$ cat src/design/i2cms_pkg.sv
// types and codes for the i2c master register sequencer
// no dependencies; used by the step logic, the top level and the checker
package i2cms_pkg;

  // request kinds
  typedef enum logic [1:0] {
    REQ_BEGIN_WR  = 2'd0,
    REQ_BEGIN_RD  = 2'd1,
    REQ_BUS_DONE  = 2'd2,
    REQ_NEXT_BYTE = 2'd3
  } req_type_t;

  // bus commands
  typedef enum logic [2:0] {
    CMD_NONE    = 3'd0,
    CMD_START   = 3'd1,
    CMD_RESTART = 3'd2,
    CMD_SEND    = 3'd3,
    CMD_RECV    = 3'd4,
    CMD_ACK     = 3'd5,
    CMD_NAK     = 3'd6,
    CMD_STOP    = 3'd7
  } bus_cmd_t;

  // completion status codes
  localparam logic [2:0] ST_OK             = 3'd0;
  localparam logic [2:0] ST_ADDR_EXHAUSTED = 3'd1;
  localparam logic [2:0] ST_REG_NAK        = 3'd2;
  localparam logic [2:0] ST_DATA_NAK       = 3'd3;
  localparam logic [2:0] ST_RADDR_NAK      = 3'd4;

  // configuration register indexes and reset values
  localparam int unsigned CFG_IDX_W = 1;
  localparam int unsigned CFG_DAT_W = 3;
  localparam logic [CFG_IDX_W-1:0] CFG_WR_ATTEMPTS = 1'd0;
  localparam logic [CFG_IDX_W-1:0] CFG_RD_ATTEMPTS = 1'd1;
  localparam logic [2:0] WR_ATTEMPTS_RST = 3'd5;
  localparam logic [2:0] RD_ATTEMPTS_RST = 3'd6;

  // transaction phase, one-hot
  typedef enum logic [10:0] {
    PH_IDLE      = 11'b000_0000_0001,
    PH_START     = 11'b000_0000_0010,
    PH_ADDR      = 11'b000_0000_0100,
    PH_REG       = 11'b000_0000_1000,
    PH_WAIT_DATA = 11'b000_0001_0000,
    PH_DATA      = 11'b000_0010_0000,
    PH_RESTART   = 11'b000_0100_0000,
    PH_RADDR     = 11'b000_1000_0000,
    PH_RECV      = 11'b001_0000_0000,
    PH_ACKED     = 11'b010_0000_0000,
    PH_STOP      = 11'b100_0000_0000
  } phase_t;

  // request payload
  typedef struct packed {
    req_type_t  req_type;
    logic [7:0] slave_addr;
    logic [7:0] reg_addr;
    logic [7:0] length;
    logic [7:0] data_byte;
    logic       bus_nak;
    logic [7:0] bus_rx_byte;
  } in_req_t;

  // result payload
  typedef struct packed {
    bus_cmd_t   bus_cmd;
    logic [7:0] tx_byte;
    logic       want_data;
    logic       rx_valid;
    logic [7:0] rx_data;
    logic       rx_last;
    logic       done_res;
    logic [2:0] status;
  } out_res_t;

  // sequencer state
  typedef struct packed {
    phase_t     phase;
    logic       is_read;
    logic [7:0] slave_byte;
    logic [7:0] register_byte;
    logic [7:0] bytes_left;
    logic [2:0] attempts_used;
    logic [2:0] pending_status;
  } seq_state_t;

  // address attempt limits
  typedef struct packed {
    logic [2:0] wr_attempts;
    logic [2:0] rd_attempts;
  } cfg_lim_t;

endpackage

$ cat src/design/i2cms_step.sv
// next-state and result logic for one request of the sequencer
// depends on i2cms_pkg
module i2cms_step (
  input  i2cms_pkg::seq_state_t cur,
  input  i2cms_pkg::in_req_t    req,
  input  i2cms_pkg::cfg_lim_t   lim,
  output i2cms_pkg::seq_state_t nxt,
  output i2cms_pkg::out_res_t   res
);

  logic [2:0] limit;
  logic [2:0] att_inc;

  // attempt bookkeeping for the address phase
  assign limit   = cur.is_read ? lim.rd_attempts : lim.wr_attempts;
  assign att_inc = cur.attempts_used + 3'd1;

  // decode the request against the current phase
  always_comb begin
    nxt = cur;
    res = '0;
    unique case (req.req_type)
      i2cms_pkg::REQ_BEGIN_WR, i2cms_pkg::REQ_BEGIN_RD: begin
        if (cur.phase == i2cms_pkg::PH_IDLE) begin
          nxt.is_read        = (req.req_type == i2cms_pkg::REQ_BEGIN_RD);
          nxt.slave_byte     = req.slave_addr;
          nxt.register_byte  = req.reg_addr;
          nxt.bytes_left     = req.length;
          if ((req.req_type == i2cms_pkg::REQ_BEGIN_RD) && (req.length == 8'd0)) begin
            nxt.bytes_left = 8'd1;
          end
          nxt.attempts_used  = 3'd0;
          nxt.pending_status = i2cms_pkg::ST_OK;
          res.bus_cmd        = i2cms_pkg::CMD_START;
          nxt.phase          = i2cms_pkg::PH_START;
        end
      end
      i2cms_pkg::REQ_NEXT_BYTE: begin
        if (cur.phase == i2cms_pkg::PH_WAIT_DATA) begin
          nxt.bytes_left = cur.bytes_left - 8'd1;
          res.bus_cmd    = i2cms_pkg::CMD_SEND;
          res.tx_byte    = req.data_byte;
          nxt.phase      = i2cms_pkg::PH_DATA;
        end
      end
      i2cms_pkg::REQ_BUS_DONE: begin
        unique case (cur.phase)
          i2cms_pkg::PH_START: begin
            res.bus_cmd = i2cms_pkg::CMD_SEND;
            res.tx_byte = cur.slave_byte;
            nxt.phase   = i2cms_pkg::PH_ADDR;
          end
          i2cms_pkg::PH_ADDR: begin
            if (req.bus_nak) begin
              nxt.attempts_used = att_inc;
              if (att_inc >= limit) begin
                nxt.pending_status = i2cms_pkg::ST_ADDR_EXHAUSTED;
                res.bus_cmd        = i2cms_pkg::CMD_STOP;
                nxt.phase          = i2cms_pkg::PH_STOP;
              end else begin
                res.bus_cmd = i2cms_pkg::CMD_START;
                nxt.phase   = i2cms_pkg::PH_START;
              end
            end else begin
              res.bus_cmd = i2cms_pkg::CMD_SEND;
              res.tx_byte = cur.register_byte;
              nxt.phase   = i2cms_pkg::PH_REG;
            end
          end
          i2cms_pkg::PH_REG: begin
            if (req.bus_nak) begin
              nxt.pending_status = i2cms_pkg::ST_REG_NAK;
              res.bus_cmd        = i2cms_pkg::CMD_STOP;
              nxt.phase          = i2cms_pkg::PH_STOP;
            end else if (cur.is_read) begin
              res.bus_cmd = i2cms_pkg::CMD_RESTART;
              nxt.phase   = i2cms_pkg::PH_RESTART;
            end else if (cur.bytes_left == 8'd0) begin
              nxt.pending_status = i2cms_pkg::ST_OK;
              res.bus_cmd        = i2cms_pkg::CMD_STOP;
              nxt.phase          = i2cms_pkg::PH_STOP;
            end else begin
              res.want_data = 1'b1;
              nxt.phase     = i2cms_pkg::PH_WAIT_DATA;
            end
          end
          i2cms_pkg::PH_DATA: begin
            if (req.bus_nak) begin
              nxt.pending_status = i2cms_pkg::ST_DATA_NAK;
              res.bus_cmd        = i2cms_pkg::CMD_STOP;
              nxt.phase          = i2cms_pkg::PH_STOP;
            end else if (cur.bytes_left == 8'd0) begin
              nxt.pending_status = i2cms_pkg::ST_OK;
              res.bus_cmd        = i2cms_pkg::CMD_STOP;
              nxt.phase          = i2cms_pkg::PH_STOP;
            end else begin
              res.want_data = 1'b1;
              nxt.phase     = i2cms_pkg::PH_WAIT_DATA;
            end
          end
          i2cms_pkg::PH_RESTART: begin
            res.bus_cmd = i2cms_pkg::CMD_SEND;
            res.tx_byte = cur.slave_byte + 8'd1;
            nxt.phase   = i2cms_pkg::PH_RADDR;
          end
          i2cms_pkg::PH_RADDR: begin
            if (req.bus_nak) begin
              nxt.pending_status = i2cms_pkg::ST_RADDR_NAK;
              res.bus_cmd        = i2cms_pkg::CMD_STOP;
              nxt.phase          = i2cms_pkg::PH_STOP;
            end else begin
              res.bus_cmd = i2cms_pkg::CMD_RECV;
              nxt.phase   = i2cms_pkg::PH_RECV;
            end
          end
          i2cms_pkg::PH_RECV: begin
            res.rx_valid = 1'b1;
            res.rx_data  = req.bus_rx_byte;
            if (cur.bytes_left <= 8'd1) begin
              res.rx_last    = 1'b1;
              nxt.bytes_left = 8'd0;
              res.bus_cmd    = i2cms_pkg::CMD_NAK;
            end else begin
              nxt.bytes_left = cur.bytes_left - 8'd1;
              res.bus_cmd    = i2cms_pkg::CMD_ACK;
            end
            nxt.phase = i2cms_pkg::PH_ACKED;
          end
          i2cms_pkg::PH_ACKED: begin
            if (cur.bytes_left == 8'd0) begin
              nxt.pending_status = i2cms_pkg::ST_OK;
              res.bus_cmd        = i2cms_pkg::CMD_STOP;
              nxt.phase          = i2cms_pkg::PH_STOP;
            end else begin
              res.bus_cmd = i2cms_pkg::CMD_RECV;
              nxt.phase   = i2cms_pkg::PH_RECV;
            end
          end
          i2cms_pkg::PH_STOP: begin
            res.done_res = 1'b1;
            res.status   = cur.pending_status;
            nxt.phase    = i2cms_pkg::PH_IDLE;
          end
          // idle or waiting for data: bus event is ignored
          i2cms_pkg::PH_IDLE, i2cms_pkg::PH_WAIT_DATA: begin
          end
          default: begin
          end
        endcase
      end
      default: begin
      end
    endcase
  end

endmodule

$ cat src/design/i2c_master_register_sequencer.sv
// top level of the i2c master register sequencer: state, limits and result register
// depends on i2cms_pkg and i2cms_step
//
//   channel  handshake             payload
//   in       in_valid / in_ready   in_req  (i2cms_pkg::in_req_t)
//   out      out_valid / out_ready out_res (i2cms_pkg::out_res_t)
//   cfg      cfg_we                cfg_index, cfg_wdata
//
// one request per clock while in_ready is high; its result is registered and shows the cycle after acceptance
// the state machine and one result register set the rate: one request, one result
// in_ready is low only while a result sits in the output register with out_ready low
// reset is synchronous: idle phase, limits back to 5 write and 6 read attempts
module i2c_master_register_sequencer (
  input  logic                                  clk,
  input  logic                                  rst_n,
  input  logic                                  in_valid,
  output logic                                  in_ready,
  input  i2cms_pkg::in_req_t                    in_req,
  output logic                                  out_valid,
  input  logic                                  out_ready,
  output i2cms_pkg::out_res_t                   out_res,
  input  logic                                  cfg_we,
  input  logic [i2cms_pkg::CFG_IDX_W-1:0]       cfg_index,
  input  logic [i2cms_pkg::CFG_DAT_W-1:0]       cfg_wdata
);

  i2cms_pkg::seq_state_t state_r;
  i2cms_pkg::seq_state_t state_nxt;
  i2cms_pkg::cfg_lim_t   lim_r;
  i2cms_pkg::out_res_t   res_nxt;
  i2cms_pkg::out_res_t   out_res_r;
  logic                  out_valid_r;
  logic                  accept;

  // handshake
  assign in_ready  = !out_valid_r || out_ready;
  assign accept    = in_valid && in_ready;
  assign out_valid = out_valid_r;
  assign out_res   = out_res_r;

  // per-request decode
  i2cms_step u_step (
    .cur (state_r),
    .req (in_req),
    .lim (lim_r),
    .nxt (state_nxt),
    .res (res_nxt)
  );

  // configuration registers
  always_ff @(posedge clk) begin
    if (!rst_n) begin
      lim_r.wr_attempts <= i2cms_pkg::WR_ATTEMPTS_RST;
      lim_r.rd_attempts <= i2cms_pkg::RD_ATTEMPTS_RST;
    end else if (cfg_we) begin
      unique case (cfg_index)
        i2cms_pkg::CFG_WR_ATTEMPTS: lim_r.wr_attempts <= cfg_wdata;
        i2cms_pkg::CFG_RD_ATTEMPTS: lim_r.rd_attempts <= cfg_wdata;
        default: begin
        end
      endcase
    end
  end

  // sequencer state
  always_ff @(posedge clk) begin
    if (!rst_n) begin
      state_r.phase          <= i2cms_pkg::PH_IDLE;
      state_r.is_read        <= 1'b0;
      state_r.slave_byte     <= 8'd0;
      state_r.register_byte  <= 8'd0;
      state_r.bytes_left     <= 8'd0;
      state_r.attempts_used  <= 3'd0;
      state_r.pending_status <= i2cms_pkg::ST_OK;
    end else if (accept) begin
      state_r <= state_nxt;
    end
  end

  // result valid flag
  always_ff @(posedge clk) begin
    if (!rst_n) begin
      out_valid_r <= 1'b0;
    end else if (accept) begin
      out_valid_r <= 1'b1;
    end else if (out_ready) begin
      out_valid_r <= 1'b0;
    end
  end

  // result payload
  always_ff @(posedge clk) begin
    if (accept) begin
      out_res_r <= res_nxt;
    end
  end

endmodule

$ cat config.mk
export PLATFORM = sky130hd
export DESIGN_NAME = i2c_master_register_sequencer
export DESIGN_NICKNAME = d
export VERILOG_FILES = /design/src/design/i2cms_pkg.sv /design/src/design/i2cms_step.sv /design/src/design/i2c_master_register_sequencer.sv
export SDC_FILE = /design/constraint.sdc
export NUM_CORES = 1
export LEC_CHECK = 0
export BUFFER_PORTS_ARGS = -buffer_cell sky130_fd_sc_hd__buf_2
export CAP_MARGIN = 0
export CORE_UTILIZATION = 55
export CTS_CLUSTER_SIZE = 8
export DETAILED_ROUTE_END_ITERATION = 10
export GPL_ROUTABILITY_DRIVEN = 0
export PLACE_DENSITY = 0.78
export SLEW_MARGIN = 20
export SYNTH_ARGS = -nofsm -noshare
export SYNTH_HDL_FRONTEND = slang
export SYNTH_HIERARCHICAL = 1
export SYNTH_SLANG_ARGS = --single-unit
$ cat constraint.sdc
create_clock -name clk -period 3.2 [get_ports clk]
set_clock_uncertainty 0.05 [all_clocks]
set_input_delay 0.32 -clock clk [delete_from_list [all_inputs] [get_ports clk]]
set_output_delay 0.32 -clock clk [all_outputs]
set_load 0.1 [all_outputs]
==> results.toml <==
[setup_path]
path_max_fanout = 10
cp-startpoint = "state_r[37]"
worstSetupEndpointType = "flop"
crit_arrival_ns = 2.76
crit_path_start_kind = "flop"
worst_r2r_startpoint = "state_r[37]"
criticalPathCategory = "flop to flop"
required_ns = 3.35

[timing]
tightest_slew_ns = 1.05
slew_headroom = 0.301
fin_hold_ws_ns = 0.138
hold_viol = 0
fin_ws_ns = 0.590
fin_setup_tns_ns = 0
min_period_over_period = 0.816
layout_min_cycle_time_ns = 2.61
setup_viol = 0
rsz0062_at_grt = "no"
fmax_mhz = 383
drv_slew = 0

[grt]
antenna_found_initial = 1
met1_usage = 0.345
grtUsageTotal = 0.266
use_met2 = 0.416
grt_remaining_overflow = 0
grt_first_pass_wirelength_um = 19000
grt_pass1_vias = 3963
grt.busiest_layer = "met2"
grt_start_max_net_pins = 69
met3_usage = 0.0577

[yosys]
yosysMostFrequentCell = "nand2_1"
synth_area_per_cell_um2 = 8.10
yosysWarnings = 6
yosysTopAreaCell = "dfxtp_1"
synth_xor_area_frac = 0.0107
synthFlopType = "dfxtp_1"
ys_seq_area_frac = 0.360
synthTopCellsByArea = "dfxtp_1 (20%), edfxtp_1 (16%), nand2_1 (14%), mux2i_1 (9.6%), o21ai_0 (2.6%)"
synth.top_cell.area_share = 0.200
synth_common_cells = "nand2_1 (184), dfxtp_1 (49), mux2i_1 (47)"
synth_adder_area_share = 0.0179
synth_edf_count = 26
syn_area_um2 = 4890
synth_seq_cells = 75
async_flop_share = 0
synthesis.nets = 663
synth_top_family_by_area = "simple AND/OR/NAND/NOR gates"
synthesis.instances = 604
synth-compound-area-share = 0.145
synth.distinct_cells = 75
synth_mux_area_frac = 0.101
synth-simple-area-share = 0.299

[drt]
vias_per_cell = 6.01
wl_um = 12000
ant_nets = 0
wl_per_cell_um = 15.6
drt_first_pass_iters = 7
drt_iter0_drc = 424
drc_errors = 0
routed-via-count = 4655

[flow_run]
maxCapViolCount = 0

[clock_tree]
ctsHtreeMaxLevel = 3
clock-sinks = 75
cts_made_buffers = 9
cts_tree = "done"
clk_pin_slew_ns = 0.08
clock_path_buffers = 2
hold_buffers = 0
clock_latency_ns = 0.36
cts_resized = 0
cts_root_buffer = "clkbuf_8"
post-cts-setup-buffer-count = 0

[finish]
register_area_um2 = 1760
fin_area_um2 = 5410
nets = 720
drive_gt1_frac = 0.186
multi_input_area_um2 = 2820
area_growth_pct = 10.5
antenna_cells = 0
nFillCells = 790

[placed_design]
post-place-ws_ns = 0.666
placed_cell_area_um2 = 5220
io_buffers = 79
dpl.hpwl_um = 8640

[die]
fp.dieH_um = 96.3
dieArea_um2 = 9280
ios = 80
die_w_um = 96.3
start_util = 0.564
rows = 34
core_um2 = 8680

[power]
peakVddDrop_mv = 0.241
power_mw = 2.27
power_density_nw_per_um2 = 419
p_leak_nw = 2.31

[worst_hold_path]
hold_class = "input pin to flop"
hp-start = "cfg_wdata[2]"

[status]
status = "finished clean"
[cell families after synthesis]
family / count (synthesis)
simple gates: 308
mux: 49
xor+xnor: 6
flops: 75
compound gates: 106
fa+ha+maj: 7
buf+inv: 53
[placed cells by master, fill, tap and decap left out, drive strengths merged, types with 3 or more instances in the layout]
cell type  count
a21boi         3
a21o           6
a21oi         18
a221oi         8
and2          13
and3          10
and4           3
buf           88
clkbuf         9
clkinv         6
dfxtp         49
edfxtp        26
ha             7
inv           10
mux2i         47
nand2        186
nand2b         6
nand3         13
nand4          8
nor2          28
nor3          13
nor4           7
nor4b          6
o211ai         7
o21ai         37
o311ai         4
o31ai          3
or3            3
or4            5
xor2           5
[worst max-delay path, cell delays in order (launching register included)]
cell	delay, ns
dfxtp_1	0.54
nor4b_1	0.56
a32oi_1	0.13
nor2_1	0.30
o21ai_1	0.32
nor4b_1	0.33
a21oi_1	0.07
nand2_1	0.09
mux2i_1	0.07
[worst paths after layout]
path	end	slack, ns	cells past startpoint
setup / recovery	state_r[41]	0.59	8
hold / removal	lim_r[5]	0.14	3
setup reg to reg	state_r[41]	0.59	8
hold reg to reg	lim_r[0]	0.42	2
[sequential cells by signal, summed over array words and instances, names as in the netlist]
name	cells
lim_r	6
out_res	26
out_valid	1
state_r	42
[per-layer routing]
| metal | vias to the layer above | wire length [um] |
|---|---|---|
| met4 | 2 | 418 |
| met3 | 41 | 889 |
| met1 | 2150 | 5240 |
| li1 | 2259 | - |
| met2 | 203 | 5490 |
| met5 | - | 11 |
[through the flow]
step	std cells	util
6_report	774	0.623
4_1_cts	774	0.623
3_5_place_dp	758	0.601
3_3_place_gp	758	0.601
5_1_grt	774	0.623
2_1_floorplan	604	-
[cell type report]
cell class	count	area share
flip-flops and latches	75	0.326
clock buffers	9	0.0229
clock inverters	7	0.0127
repair buffers	88	0.0856
inverters	11	0.00786
multi-input cells	476	0.520
well taps	108	0.0250
[power breakdown]
| part | internal (mW) | leakage [nW] | switching (mW) |
|---|---|---|---|
| sequential | 1.02 | 0.662 | 0.0367 |
| clock | 0.357 | 0.0966 | 0.371 |
| combinational | 0.141 | 1.55 | 0.337 |
| total | 1.52 | 2.31 | 0.745 |
No activity file was read; power rests on OpenSTA's default activity.
